===== src/hw/rtl/gbz_pkg.sv =====
`timescale 1ns / 1ps
// ----------------------------------------------------------------------------
// gbz_pkg
// Shared types, constants and helpers of the glyph bitmap zoom block.
// ----------------------------------------------------------------------------
package gbz_pkg;

	localparam int MAX_SOURCE_SIDE = 8;
	localparam int MAX_ZOOM        = 4;

	localparam int GLYPH_W   = 64;
	localparam int WORD_W    = 64;
	localparam int WNUM_W    = 4;
	localparam int SIDE_W    = 4;
	localparam int ZOOM_W    = 3;
	localparam int ZSIDE_W   = 6;   // up to MAX_SOURCE_SIDE * MAX_ZOOM
	localparam int ROW_W     = 32;  // widest zoomed row
	localparam int ACC_W     = WORD_W + ROW_W;
	localparam int FILL_W    = 7;
	localparam int BASE_W    = 6;
	localparam int CFG_IDX_W = 4;
	localparam int CFG_DAT_W = 4;
	localparam int OUT_TDATA_W = 72;  // zoom_word, word_number, zero fill
	localparam int QUEUE_DEPTH = 2;

	typedef enum logic [CFG_IDX_W-1:0] {
		REG_SOURCE_WIDTH    = 4'd0,
		REG_SOURCE_HEIGHT   = 4'd1,
		REG_ZOOM_HORIZONTAL = 4'd2,
		REG_ZOOM_VERTICAL   = 4'd3
	} reg_index_t;

	// One classified glyph, ready for the back end
	typedef struct packed {
		logic [GLYPH_W-1:0] glyph;
		logic [SIDE_W-1:0]  width;
		logic [ZOOM_W-1:0]  zoom_x;
		logic [ZOOM_W-1:0]  zoom_y;
		logic [ZSIDE_W-1:0] zoom_width;
		logic [ZSIDE_W-1:0] zoom_height;
	} job_t;

	function automatic logic [SIDE_W-1:0] clamp_side(input logic [SIDE_W-1:0] v);
		if (v == '0)
			return SIDE_W'(1);
		else if (v > SIDE_W'(MAX_SOURCE_SIDE))
			return SIDE_W'(MAX_SOURCE_SIDE);
		else
			return v;
	endfunction

	function automatic logic [ZOOM_W-1:0] clamp_zoom(input logic [ZOOM_W-1:0] v);
		if (v == '0)
			return ZOOM_W'(1);
		else if (v > ZOOM_W'(MAX_ZOOM))
			return ZOOM_W'(MAX_ZOOM);
		else
			return v;
	endfunction

endpackage


===== src/hw/rtl/glyph_bitmap_zoom.sv =====
`timescale 1ns / 1ps
// ----------------------------------------------------------------------------
// glyph_bitmap_zoom
// Nearest-neighbor enlargement of a 1-bit glyph into packed 64-bit words.
// ----------------------------------------------------------------------------
// Each glyph item on the input stream yields ceil(W*Zx*H*Zy/64) words on the
// output stream, numbered from zero, the final one marked by tlast. The back
// end appends the zoomed rows (H*Zy, up to 32) one by one and emits each
// word (up to 16) once it is full or the rows are done. A two-entry queue
// lets the next glyphs be taken while one is being expanded, and the output
// register lets work go on while a finished word waits. Write the size and
// zoom registers only while idle.
module glyph_bitmap_zoom (
	input  logic                             clk,
	input  logic                             arst_n,
	input  logic                             cfg_valid,
	output logic                             cfg_ready,
	input  logic [gbz_pkg::CFG_IDX_W-1:0]    cfg_index,
	input  logic [gbz_pkg::CFG_DAT_W-1:0]    cfg_data,
	input  logic                             s_axis_tvalid,
	output logic                             s_axis_tready,
	input  logic [gbz_pkg::GLYPH_W-1:0]      s_axis_tdata,   // [63:0] glyph_bits
	output logic                             m_axis_tvalid,
	input  logic                             m_axis_tready,
	// [63:0] zoom_word, [67:64] word_number, [71:68] zero
	output logic [gbz_pkg::OUT_TDATA_W-1:0]  m_axis_tdata,
	output logic                             m_axis_tlast
);
	import gbz_pkg::*;

	logic                push;
	job_t                push_job;
	logic                queue_full;
	logic                pop;
	logic                queue_empty;
	job_t                head_job;
	logic [WORD_W-1:0]   out_word;
	logic [WNUM_W-1:0]   out_number;

	gbz_front u_front (
		.clk        (clk),
		.arst_n     (arst_n),
		.cfg_valid  (cfg_valid),
		.cfg_ready  (cfg_ready),
		.cfg_index  (cfg_index),
		.cfg_data   (cfg_data),
		.in_valid   (s_axis_tvalid),
		.in_ready   (s_axis_tready),
		.in_glyph   (s_axis_tdata),
		.queue_full (queue_full),
		.push       (push),
		.push_job   (push_job)
	);

	gbz_queue u_queue (
		.clk      (clk),
		.arst_n   (arst_n),
		.push     (push),
		.push_job (push_job),
		.full     (queue_full),
		.pop      (pop),
		.empty    (queue_empty),
		.head_job (head_job)
	);

	gbz_back u_back (
		.clk        (clk),
		.arst_n     (arst_n),
		.empty      (queue_empty),
		.head_job   (head_job),
		.pop        (pop),
		.out_valid  (m_axis_tvalid),
		.out_ready  (m_axis_tready),
		.out_word   (out_word),
		.out_number (out_number),
		.out_last   (m_axis_tlast)
	);

	assign m_axis_tdata = {{(OUT_TDATA_W - WORD_W - WNUM_W){1'b0}}, out_number, out_word};

endmodule


===== src/hw/rtl/gbz_front.sv =====
`timescale 1ns / 1ps
// ----------------------------------------------------------------------------
// gbz_front
// Configuration registers and input side: clamps the sizes and hands each
// accepted glyph to the queue as a job.
// ----------------------------------------------------------------------------
module gbz_front (
	input  logic                           clk,
	input  logic                           arst_n,
	input  logic                           cfg_valid,
	output logic                           cfg_ready,
	input  logic [gbz_pkg::CFG_IDX_W-1:0]  cfg_index,
	input  logic [gbz_pkg::CFG_DAT_W-1:0]  cfg_data,
	input  logic                           in_valid,
	output logic                           in_ready,
	input  logic [gbz_pkg::GLYPH_W-1:0]    in_glyph,
	input  logic                           queue_full,
	output logic                           push,
	output gbz_pkg::job_t                  push_job
);
	import gbz_pkg::*;

	logic [SIDE_W-1:0] width_q;
	logic [SIDE_W-1:0] height_q;
	logic [ZOOM_W-1:0] zoom_x_q;
	logic [ZOOM_W-1:0] zoom_y_q;
	logic [SIDE_W-1:0] w_c;
	logic [SIDE_W-1:0] h_c;
	logic [ZOOM_W-1:0] zx_c;
	logic [ZOOM_W-1:0] zy_c;

	assign cfg_ready = 1'b1;

	always_ff @(posedge clk or negedge arst_n) begin
		if (!arst_n) begin
			width_q  <= SIDE_W'(5);
			height_q <= SIDE_W'(7);
			zoom_x_q <= ZOOM_W'(1);
			zoom_y_q <= ZOOM_W'(1);
		end else if (cfg_valid) begin
			case (cfg_index)
				REG_SOURCE_WIDTH:    width_q  <= cfg_data[SIDE_W-1:0];
				REG_SOURCE_HEIGHT:   height_q <= cfg_data[SIDE_W-1:0];
				REG_ZOOM_HORIZONTAL: zoom_x_q <= cfg_data[ZOOM_W-1:0];
				REG_ZOOM_VERTICAL:   zoom_y_q <= cfg_data[ZOOM_W-1:0];
				default: ;
			endcase
		end
	end

	always_comb begin
		w_c  = clamp_side(width_q);
		h_c  = clamp_side(height_q);
		zx_c = clamp_zoom(zoom_x_q);
		zy_c = clamp_zoom(zoom_y_q);
		push_job.glyph       = in_glyph;
		push_job.width       = w_c;
		push_job.zoom_x      = zx_c;
		push_job.zoom_y      = zy_c;
		push_job.zoom_width  = ZSIDE_W'({2'b00, w_c} * {3'b000, zx_c});
		push_job.zoom_height = ZSIDE_W'({2'b00, h_c} * {3'b000, zy_c});
	end

	assign in_ready = !queue_full;
	assign push     = in_valid && !queue_full;

endmodule


===== src/hw/rtl/gbz_queue.sv =====
`timescale 1ns / 1ps
// ----------------------------------------------------------------------------
// gbz_queue
// Two-entry job queue between the front end and the back end.
// ----------------------------------------------------------------------------
module gbz_queue (
	input  logic          clk,
	input  logic          arst_n,
	input  logic          push,
	input  gbz_pkg::job_t push_job,
	output logic          full,
	input  logic          pop,
	output logic          empty,
	output gbz_pkg::job_t head_job
);
	import gbz_pkg::*;

	job_t       entry_q [QUEUE_DEPTH];
	logic       wr_ptr_q;
	logic       rd_ptr_q;
	logic [1:0] count_q;

	assign full     = (count_q == 2'(QUEUE_DEPTH));
	assign empty    = (count_q == 2'd0);
	assign head_job = entry_q[rd_ptr_q];

	always_ff @(posedge clk) begin
		if (push)
			entry_q[wr_ptr_q] <= push_job;
	end

	always_ff @(posedge clk or negedge arst_n) begin
		if (!arst_n) begin
			wr_ptr_q <= 1'b0;
			rd_ptr_q <= 1'b0;
			count_q  <= 2'd0;
		end else begin
			if (push)
				wr_ptr_q <= !wr_ptr_q;
			if (pop)
				rd_ptr_q <= !rd_ptr_q;
			case ({push, pop})
				2'b10:   count_q <= count_q + 2'd1;
				2'b01:   count_q <= count_q - 2'd1;
				default: count_q <= count_q;
			endcase
		end
	end

endmodule


===== src/hw/rtl/gbz_back.sv =====
`timescale 1ns / 1ps
// ----------------------------------------------------------------------------
// gbz_back
// Zoom engine: expands each source row zoom_y times, one zoomed row per cycle
// while no word is due, packs the rows into a bit accumulator and emits 64-bit
// words through an output register.
// ----------------------------------------------------------------------------
module gbz_back (
	input  logic                        clk,
	input  logic                        arst_n,
	input  logic                        empty,
	input  gbz_pkg::job_t               head_job,
	output logic                        pop,
	output logic                        out_valid,
	input  logic                        out_ready,
	output logic [gbz_pkg::WORD_W-1:0]  out_word,
	output logic [gbz_pkg::WNUM_W-1:0]  out_number,
	output logic                        out_last
);
	import gbz_pkg::*;

	typedef enum logic {
		ST_IDLE,
		ST_RUN
	} state_t;

	state_t              state_q;
	logic [GLYPH_W-1:0]  glyph_q;
	logic [SIDE_W-1:0]   width_q;
	logic [ZOOM_W-1:0]   zoom_x_q;
	logic [ZOOM_W-1:0]   zoom_y_q;
	logic [ZSIDE_W-1:0]  zoom_width_q;
	logic [ZSIDE_W-1:0]  rows_left_q;
	logic [1:0]          sub_q;
	logic [BASE_W-1:0]   base_q;
	logic [ACC_W-1:0]    acc_q;
	logic [FILL_W-1:0]   fill_q;
	logic [WNUM_W-1:0]   wnum_q;
	logic                out_valid_q;
	logic [WORD_W-1:0]   out_word_q;
	logic [WNUM_W-1:0]   out_number_q;
	logic                out_last_q;

	logic [GLYPH_W-1:0]  shifted;
	logic [7:0]          src_row;
	logic [8:0]          width_mask;
	logic [ROW_W-1:0]    zoom_row;
	logic                rows_done;
	logic                emit;
	logic                emit_last;
	logic                out_free;
	logic                load_word;

	// Replicate each source pixel zoom_x times along the row
	function automatic logic [ROW_W-1:0] expand_row(input logic [7:0] row,
			input logic [ZOOM_W-1:0] zx);
		logic [ROW_W-1:0] r32;
		logic [ROW_W-1:0] e;
		r32 = {24'd0, row};
		e   = '0;
		for (int c = 0; c < ROW_W; c++) begin
			case (zx)
				3'd2:    e[c] = r32[c / 2];
				3'd3:    e[c] = r32[c / 3];
				3'd4:    e[c] = r32[c / 4];
				default: e[c] = r32[c];
			endcase
		end
		return e;
	endfunction

	always_comb begin
		shifted    = glyph_q >> base_q;
		width_mask = (9'd1 << width_q) - 9'd1;
		src_row    = shifted[7:0] & width_mask[7:0];
		zoom_row   = expand_row(src_row, zoom_x_q);
		rows_done  = (rows_left_q == '0);
		emit       = fill_q[6] || (rows_done && (fill_q != '0));
		emit_last  = rows_done && (fill_q <= FILL_W'(WORD_W));
		out_free   = !out_valid_q || out_ready;
		load_word  = (state_q == ST_RUN) && emit && out_free;
	end

	assign pop        = (state_q == ST_IDLE) && !empty;
	assign out_valid  = out_valid_q;
	assign out_word   = out_word_q;
	assign out_number = out_number_q;
	assign out_last   = out_last_q;

	always_ff @(posedge clk or negedge arst_n) begin
		if (!arst_n) begin
			state_q      <= ST_IDLE;
			glyph_q      <= '0;
			width_q      <= '0;
			zoom_x_q     <= '0;
			zoom_y_q     <= '0;
			zoom_width_q <= '0;
			rows_left_q  <= '0;
			sub_q        <= '0;
			base_q       <= '0;
			acc_q        <= '0;
			fill_q       <= '0;
			wnum_q       <= '0;
			out_valid_q  <= 1'b0;
			out_word_q   <= '0;
			out_number_q <= '0;
			out_last_q   <= 1'b0;
		end else begin
			if (load_word)
				out_valid_q <= 1'b1;
			else if (out_ready)
				out_valid_q <= 1'b0;
			case (state_q)
				ST_IDLE: begin
					if (!empty) begin
						glyph_q      <= head_job.glyph;
						width_q      <= head_job.width;
						zoom_x_q     <= head_job.zoom_x;
						zoom_y_q     <= head_job.zoom_y;
						zoom_width_q <= head_job.zoom_width;
						rows_left_q  <= head_job.zoom_height;
						sub_q        <= '0;
						base_q       <= '0;
						acc_q        <= '0;
						fill_q       <= '0;
						wnum_q       <= '0;
						state_q      <= ST_RUN;
					end
				end
				ST_RUN: begin
					if (emit) begin
						if (out_free) begin
							out_word_q   <= acc_q[WORD_W-1:0];
							out_number_q <= wnum_q;
							out_last_q   <= emit_last;
							acc_q        <= {{WORD_W{1'b0}}, acc_q[ACC_W-1:WORD_W]};
							fill_q       <= fill_q[6] ? {1'b0, fill_q[5:0]} : '0;
							wnum_q       <= wnum_q + WNUM_W'(1);
							if (emit_last)
								state_q <= ST_IDLE;
						end
					end else begin
						// append one zoomed row at the fill point
						acc_q       <= acc_q | ({{WORD_W{1'b0}}, zoom_row} << fill_q);
						fill_q      <= fill_q + FILL_W'(zoom_width_q);
						rows_left_q <= rows_left_q - ZSIDE_W'(1);
						if (sub_q == 2'(zoom_y_q - ZOOM_W'(1))) begin
							sub_q  <= '0;
							base_q <= base_q + BASE_W'(width_q);
						end else begin
							sub_q <= sub_q + 2'd1;
						end
					end
				end
				default: state_q <= ST_IDLE;
			endcase
		end
	end

endmodule


===== config.mk =====
export PLATFORM = sky130hd
export DESIGN_NAME = glyph_bitmap_zoom
export DESIGN_NICKNAME = d
export VERILOG_FILES = /design/src/hw/rtl/gbz_pkg.sv /design/src/hw/rtl/glyph_bitmap_zoom.sv /design/src/hw/rtl/gbz_front.sv /design/src/hw/rtl/gbz_queue.sv /design/src/hw/rtl/gbz_back.sv
export SDC_FILE = /design/constraint.sdc
export NUM_CORES = 1
export LEC_CHECK = 0
export ABC_AREA = 1
export BUFFER_PORTS_ARGS = -buffer_cell sky130_fd_sc_hd__buf_4
export CAP_MARGIN = 15
export CORE_MARGIN = 1.5
export CORE_UTILIZATION = 30
export DETAILED_ROUTE_END_ITERATION = 10
export HOLD_SLACK_MARGIN = 0.08
export SYNTH_ARGS = -nofsm -noshare
export SYNTH_HDL_FRONTEND = slang
export SYNTH_SLANG_ARGS = --single-unit

===== constraint.sdc =====
create_clock -name clk -period 12.1 [get_ports clk]
set_clock_uncertainty 0.1 [all_clocks]
set_input_delay 2.42 -clock clk [delete_from_list [all_inputs] [get_ports clk]]
set_output_delay 2.42 -clock clk [all_outputs]
set_load 0.005 [all_outputs]

== Word-level counts from Yosys, hierarchy flattened ==
Memory sizes are Yosys's and may differ from the RTL's.
Cells that the tools add are included.
W data, S select, Z words.
Storage, ports and cells
  flip-flop bits (word level): 289
  memory bits (writable): 172
  logic and storage cells: 163
  memory bits (read-only): 0
  output and inout port bits: 76
  bits in latches: 0
  memories: 1
Operators by class
  bitwise logic cells: 4
  multiply operators: 2
  equal/unequal tests: 17
  shift-type cells: 3
  reduce and logical (&&, ||, !) cells: 37
  $add $sub $neg: 9
  $lt $le $gt $ge: 5
  multiplexer cells: 61
  divide/modulo/power cells: 0
Memories
  u_queue.entry_q: words 2, bits a word 86, read ports 1, clocked after memory_dff 0, wr ports 1, RTL line gbz_queue.sv:18  | job_t entry_q [QUEUE_DEPTH];
Operators with widths (number)
  $mux W96: 3
  $pmux W96 S2: 1
  $or A96 B96 Y96: 1
  $shl A32 B7 Y96: 1
  $shr A64 B6 Y8: 1
  $mux W6: 6
  $mux W4: 7
  $pmux W6 S2: 2
  $mux W7: 3
  $pmux W1 S3: 7
  $pmux W1 S2: 10
  $pmux W7 S2: 1
  $reduce_and A2 Y1: 7
  $logic_not A4 Y1: 3
  $mul A4 B3 Y6: 2
  $mux W3: 4
  $reduce_and A3 Y1: 4
  $mux W1: 11
  $ne A2 B2 Y1 const B: 5
  $and A8 B8 Y8: 1
  $eq A4 B2 Y1 const B: 2
  $gt A4 B4 Y1 const B: 2
  $pmux W2 S2: 2
  $pmux W4 S2: 1
  other kinds (29): 51

== Depth between registers and ports, before layout ==
Gate-level depths: netlist of run 1.
  depth in word-level cells: 8
  mapped depth: 28
  depth with buffers taken out: 25

== Cells and area by module ==
From an unflattened synthesis of run 1, not the netlist that was laid out.
Unflattened totals
  cell total of the unflattened synthesis: 3246
  area total of the unflattened synthesis: 25869.8 um^2
Modules (own cells, without submodules)
  gbz_back: instances 1, area an instance 16978.8 um^2, cells an instance 2510
  gbz_queue: instances 1, area an instance 7049.3 um^2, cells an instance 473
  gbz_front: instances 1, area an instance 1808.0 um^2, cells an instance 258
  glyph_bitmap_zoom: instances 1, area an instance 33.8 um^2, cells an instance 5

== Worst setup path after synthesis of run 1 ==
Ideal clock, no wire load.
  path type: input to register
  start point: input s_axis_tvalid
  end point: memory u_queue.entry_q[1][0] (netlist bit) (enable)
  path slack: 5.392 ns
  setup time: 0.530 ns
  arrival: 6.077 ns
  stages: 2
  path through: nand2_1 -> nor2_1
Between the ends
  longest elaborated chain between the ends: 3
RTL lines
  start, declared: RTL line glyph_bitmap_zoom.sv:20  | input logic s_axis_tvalid,
  $logic_and A1 B1 Y1: RTL line gbz_front.sv:65  | assign push = in_valid && !queue_full;
  $mux W1: RTL line gbz_queue.sv:28  | if (push)
  $mux W1 (not written as such): RTL line gbz_queue.sv:29  | entry_q[wr_ptr_q] <= push_job;
  end, declared: RTL line gbz_queue.sv:18
Every way passes these cells.

== Final worst setup path of run 1 ==
  start point: input m_axis_tready
  end point: register u_back.acc_q[75]
Between the ends
  longest elaborated chain between the ends: 3
RTL lines
  start, declared: RTL line glyph_bitmap_zoom.sv:24  | input logic m_axis_tready,
  $logic_or A1 B1 Y1: RTL line gbz_back.sv:80  | out_free = !out_valid_q || out_ready;
  $ne A3 B3 Y1 (no source line)
  $reduce_and A2 Y1 (no source line)
  end signal, assigned: RTL line gbz_back.sv:136  | acc_q <= {{WORD_W{1'b0}}, acc_q[ACC_W-1:WORD_W]};
  end signal, assigned: RTL line gbz_back.sv:144  | acc_q <= acc_q | ({{WORD_W{1'b0}}, zoom_row} << fill_q);
  end, declared: RTL line gbz_back.sv:36  | logic [ACC_W-1:0] acc_q;
Every way passes these cells.
A chain may end at the register's enable or synchronous reset.

==> impl_results.md, run 1 <==
* Final HPWL DP at 49.4 mm
* Ys async rst share at 0.630
* Area Growth Syn to Fin at 15.0%
* Effective utilization at floorplan at 0.305
* Gates resized, CTS repair at 0
* Mapped Cells at 2,985
* Post-place setup slack at 6370 ps
* Final worst setup slack at 6900 ps
* Global route overflow at 0
* Complex-gate fraction of the synthesized area at 0.0959
* Critical path cell sequence: buf_4 > nor2_1 > a21oi_1 > nor2_1 > inv_2 > buf_4 > nand2_2 > clkinv_1 > nand2_1 > inv_2 > o211ai_1 > nand3_1 > nand2_1 > inv_1
* Fillers at 8,307
* Placed Instances at 4,031
* Endpoints failing hold at 0
* Via/cell ratio at 4.99
* Num CTS Buffers at 51
* Kind of critical path: input pin to flop
* Pre-Repair DR Iteration Count at 5
* Core Area at 0.0793 mm^2
* VDD IR-drop max at 148 uV
* Highest Clock Rate at 192 MHz
* CTS Buffer Depth at 3
* Worst hold margin at 376 ps
* Slew Viols, Final at 0
* Largest net degree at the start of global routing at 167
* Critical path's top delay family: buffers and inverters
* Clock Sinks at 459
* Synth Area in XOR/XNOR at 0.00689
* Status: finished clean
* Insertion delay to the later sink of the worst-skew pair at 610 ps
* Wire per inst at 17.3 um
* Sequential fraction of the synthesis area at 0.511
* Synth warn at 0
* DRT antenna net count at 0
* Placer Congestion at 0.971
* Main combinational cell family by area after synthesis: simple AND/OR/NAND/NOR gates
* Count of final setup violators at 0
* Final nets at 3,144
* Die width at 287 um
* Hold WC Path Type: flop to flop
* Diode count at 0
* Dominant cells by area after synthesis: dfrtp_1 29%, edfxtp_1 21%, nand2_1 13%, nand3_1 10%, nor2_1 3.3%
* Fin crit share at 0.430
* Rows at 103
* Post-Layout Inst Area at 0.0278 mm^2
* Area share of fa/ha/maj cells after synthesis at 0.0196
* Htree depth at 2
* Syn Area/Cell at 8.09 um^2
* Vias in the first global route at 19,500
* Critical Path RT at 12,480 ps
* Die ar. at 0.0822 mm^2
* Pleak at 0.0125 uW
* Synthesized area at 0.0241 mm^2
* #FFs+latches synth at 459
* Most frequent cells after synthesis: 854 x nand2_1, 506 x nand3_1, 282 x dfrtp_1
* Port bufs at 147
* Buffers plus inverters on the worst setup path at 6
* Post-route minimum period at 5200 ps
* Most frequent cell after synthesis: nand2_1
* Setup repair bufs after CTS at 0
* Worst-margin pin slew at 1170 ps
* Primary FF master, synth: dfrtp_1
* I/O pin count at 153
* First-iteration detailed-routing DRC count at 1,660
* Pwr dens at 312 mW/mm^2
* Vias at 20,600
* Startpoint Class: input pin
* Die Height at 287 um
* Post-synthesis mux area share at 0
* Max-cap viol count at 0
* Max stage delay on crit path at 890 ps
* Worst-path clk slew at 60 ps
* Netlist cell types at 53
* Post-Layout Cell Count at 4,123
* Setup TNS at 0 ps
* Cts hold-fix bufs at 0
* Clock Tree Root: clkbuf_16
* Synth top area share at 0.292
* DP Area at 0.0260 mm^2
* Arr. time, crit path at 5590 ps
* Slowest cell on crit path: clkinv_1
* Slew HR at 0.215
* Initial antenna violation count at 1
* WL final at 71.2 mm
* First-pass GRT wire length at 114 mm
* Drc violations at 0
* Critical path peak fanout at 49
* Layout cells sized above 1 at 0.108
* Simple-gate share of the synthesized area at 0.295
* RSZ-0062 raised after global routing: false
* Crit. End Element: flop
* Area leader, netlist: dfrtp_1
* Clock tree from TritonCTS: yes
* All-Layer GR Usage at 0.174
* Post-synth EDFFs at 170
flip-flops by register name, summed over array words and instances (netlist names), 4 cells and up:
signal               flops
u_back.acc_q            96
u_back.base_q            6
u_back.fill_q            7
u_back.glyph_q          64
u_back.out_number        4
u_back.out_word         64
u_back.rows_left_q       6
u_back.width_q           4
u_back.wnum_q            4
u_back.zoom_width_q      6
u_front.height_q         4
u_front.width_q          4
u_queue.entry_q        170
layout make-up:
class,instances,area (um^2),share of cell area
sequential,459,12300,0.445
multi-input combinational,2124,10100,0.365
clock buffer,75,1530,0.0551
timing repair buffer,173,1320,0.0475
tap,1050,1310,0.0473
inverter,225,848,0.0306
clock inverter,17,267,0.00960
final timing paths:
| check | from | to | slack, ps | depth (start not counted) |
|---|---|---|---|---|
| hold reg to reg | u_back.out_last | u_back.out_last | 380 | 2 |
| max in group asynchronous | arst_n | u_back.acc_q[75] | 8670 | 2 |
| min in group asynchronous | arst_n | u_back.out_word[32] | 1740 | 1 |
| hold / removal | u_back.out_last | u_back.out_last | 380 | 2 |
| setup reg to reg | u_back.fill_q[4] | u_back.acc_q[75] | 6930 | 18 |
| setup / recovery | m_axis_tready | u_back.acc_q[75] | 6900 | 14 |
layer usage:
layer  global-route usage  part of all wire
met1                0.240              0.46
met2                0.277              0.45
met3               0.0261             0.053
met4               0.0594             0.033
met5                    0           0.00024
metrics by stage:
stage / power (uW) / util
after floorplan: 5640 / -
after global placement: 6970 / 0.328
after detailed placement: 7010 / 0.328
after CTS: 8690 / 0.350
after global routing: 9380 / 0.350
final: 8660 / 0.350
power by group:
part | switching, uW | internal (uW)
Sequential | 376 | 2270
Clock | 658 | 987
Combinational | 3040 | 1340
Total | 4070 | 4590
worst reg2reg max path: stages, from the launching register on:
cell	delay (ps)
dfrtp_1	360
buf_4	320
nor2_1	970
nand4_1	240
a21oi_1	210
buf_4	280
inv_2	90
a21oi_1	220
nor2_1	170
inv_2	70
buf_4	400
nand2_2	240
clkinv_1	660
nand2_1	150
inv_2	250
o211ai_1	170
nand3_1	110
nand2_1	50
inv_1	60
kinds of logic (layout without fill, tap and decap cells):
| family | after synthesis | count (layout) |
|---|---|---|
| simple gates | 1651 | 1651 |
| flops | 459 | 459 |
| compound gates | 416 | 416 |
| buf+inv | 405 | 490 |
| fa+ha+maj | 33 | 33 |
| xor+xnor | 19 | 19 |
| other cells | 2 | 5 |
layout by cell type (no fill, tap or decap), types with 4 or more instances in the layout:
| cell | Yosys | layout |
|---|---|---|
| clkinv_2 | 0 | 6 |
| clkbuf_8 | 0 | 10 |
| conb_1 | 2 | 5 |
| nand3_1 | 506 | 506 |
| a31oi_1 | 108 | 108 |
| nand2_2 | 12 | 12 |
| nor2_1 | 213 | 211 |
| nand3_2 | 13 | 13 |
| dfstp_2 | 7 | 7 |
| o22ai_1 | 6 | 6 |
| edfxtp_1 | 170 | 170 |
| nor2_4 | 4 | 6 |
| o21ai_1 | 36 | 36 |
| clkbuf_1 | 85 | 11 |
| buf_4 | 13 | 171 |
| dfrtp_1 | 282 | 279 |
| a21oi_1 | 86 | 85 |
| o21ai_0 | 150 | 150 |
| o211ai_1 | 13 | 13 |
| nand2_1 | 854 | 854 |
| bufinv_16 | 0 | 5 |
| nand4_1 | 29 | 29 |
| fa_1 | 8 | 8 |
| ha_1 | 25 | 25 |
| clkbuf_16 | 0 | 54 |
| inv_2 | 18 | 19 |
| clkinv_1 | 8 | 7 |
| xor2_1 | 11 | 11 |
| nor3_1 | 4 | 4 |
| xnor2_1 | 8 | 8 |
| inv_1 | 198 | 197 |
Power figures use the tool's default switching activity.
==> inputs of run 2 (changes only) <==
Clock period 12.1 ns to 4.5 ns, I/O delays scaled along.
==> impl_results.md, run 2 (synthesized netlist as in run 1, its figures left out) <==
* Gates resized, CTS repair at 0
* All-Layer GR Usage at 0.178
* Port bufs at 147
* Count of final setup violators at 0
* Final nets at 3,172
* Num CTS Buffers at 50
* Post-Layout Inst Area at 0.0280 mm^2
* Worst-path clk slew at 60 ps
* CTS Buffer Depth at 3
* Vias at 20,800
* Most frequent CP cell: nand3_1
* I/O pin count at 153
* Slew HR at 0.324
* Pwr dens at 841 mW/mm^2
* First-pass GRT wire length at 116 mm
* Max stage delay on crit path at 700 ps
* Post-route minimum period at 3900 ps
* Wire per inst at 17.5 um
* First-iteration detailed-routing DRC count at 1,929
* Most frequent cells in the layout: 854 x nand2_1, 506 x nand3_1, 279 x dfrtp_1
* Drc violations at 0
* Fin crit share at 0.866
* Final HPWL DP at 51.7 mm
* Core Util, Final at 0.354
* Clock Tree Root: clkbuf_16
* Placer Congestion at 1.00
* Pre-Repair DR Iteration Count at 5
* Largest net degree at the start of global routing at 135
* Slowest cell on crit path: dfrtp_2
* Setup repair bufs after CTS at 0
* Placed Instances at 4,060
* Setup TNS at 0 ps
* VDD IR-drop max at 345 uV
* Via/cell ratio at 5.02
* Arr. time, crit path at 4310 ps
* Top flop regs: u_queue.entry_q x170, u_back.acc_q x96
* Initial antenna violation count at 2
* Die ar. at 0.0822 mm^2
* Critical Path RT at 4910 ps
* DRT antenna net count at 0
* Critical path cell sequence: inv_2 > buf_4 > nand3_1 > nand2_1 > nor2_1 > nor2_1 > nand2_1 > nand3_1 > nand2_1 > nand3_1 > nand3_1 > nand3_1 > nand3_1 > nand3_1 > nand2_1 > nand3_1 > o21ai_0 > a31oi_1 > nor2_1
* Max reg flops at 170
* DP Area at 0.0262 mm^2
* Vias in the first global route at 19,800
* Effective utilization at floorplan at 0.305
* Max-cap viol count at 0
* Startpoint Class: flop
* Clock Sinks at 459
* Pleak at 0.0127 uW
* Post-Layout Cell Count at 4,151
* Critical path launch point: u_back.base_q[1]
* Hold WC Path Type: input pin to async pin
* Insertion delay to the later sink of the worst-skew pair at 610 ps
* R2R Path Start: u_back.base_q[1]
* Status: finished clean
* Clock tree from TritonCTS: yes
* Cts hold-fix bufs at 0
* Global route overflow at 0
* Endpoints failing hold at 0
* Layout cells sized above 1 at 0.115
* Kind of critical path: flop to flop
* Core Area at 0.0793 mm^2
* Largest Register: u_queue.entry_q
* Worst-margin pin slew at 1010 ps
* Most common cell after layout, fill and taps aside: nand2_1
* Htree depth at 2
* WL final at 72.7 mm
* Critical path peak fanout at 28
* Die width at 287 um
* Area Growth Syn to Fin at 16.1%
* Slew Viols, Final at 0
* Die Height at 287 um
* Highest Clock Rate at 257 MHz
* Rows at 103
* RSZ-0062 raised after global routing: false
* Crit. End Element: flop
## run 2: cell count changes in the layout (fill, tap and decap cells not counted), moves of 2 or more
cell / before / now
clkbuf_8: 10 / 6
bufinv_16: 5 / 8
buf_4: 171 / 195
clkbuf_16: 54 / 52
buf_12: 1 / 6
## run 2: area by class of cell
type,instances,area (um^2)
Multi-Input combinational cell,2124,10100
Clock buffer,68,1420
Tap cell,1050,1310
Timing Repair Buffer,202,1600
Fill cell,8285,51200
Inverter,225,848
Sequential cell,459,12300
Antenna cell,1,2.50
Clock inverter,22,358
## run 2: worst paths after layout
kind | end | slack (ps) | depth (start not counted)
min in group clk | u_back.acc_q[95] | 380 | 2
worst min-delay path | u_back.acc_q[3] | 190 | 1
worst min register to register | u_back.acc_q[95] | 380 | 2
worst max register to register | u_back.acc_q[70] | 600 | 19
max in group asynchronous | u_front.height_q[1] | 3200 | 2
worst max-delay path | u_back.acc_q[70] | 600 | 19
## run 2: stage by stage
stage	power [uW]	worst slack (ps)	hold WS, ps
6_report	23600	601	186
3_3_place_gp	19000	736	358
3_5_place_dp	19100	746	365
2_1_floorplan	15100	739	337
5_1_grt	25500	346	251
4_1_cts	23600	704	252
## run 2: power by group
| part | switching (uW) | internal (uW) | total (uW) |
|---|---|---|---|
| clock network | 1750 | 2690 | 4430 |
| logic | 8290 | 3740 | 12000 |
| registers | 998 | 6100 | 7100 |
| total | 11000 | 12500 | 23600 |
## run 2: worst max-delay path: cells and delay by family (launching register included)
| family | cells | cell delay (ps) |
|---|---|---|
| buffers and inverters | 2 | 510 |
| DFF | 1 | 700 |
| and+or+nand+nor | 15 | 2010 |
| AOI/OAI and AO/OA | 2 | 480 |
## run 2: metal layers
| metal | GRT usage | wire length (um) | part of all wire |
|---|---|---|---|
| met1 | 0.250 | 33300 | 0.46 |
| met3 | 0.0296 | 4560 | 0.063 |
| met2 | 0.278 | 32500 | 0.45 |
| met4 | 0.0586 | 2400 | 0.033 |
| met5 | 0 | 17 | 0.00023 |
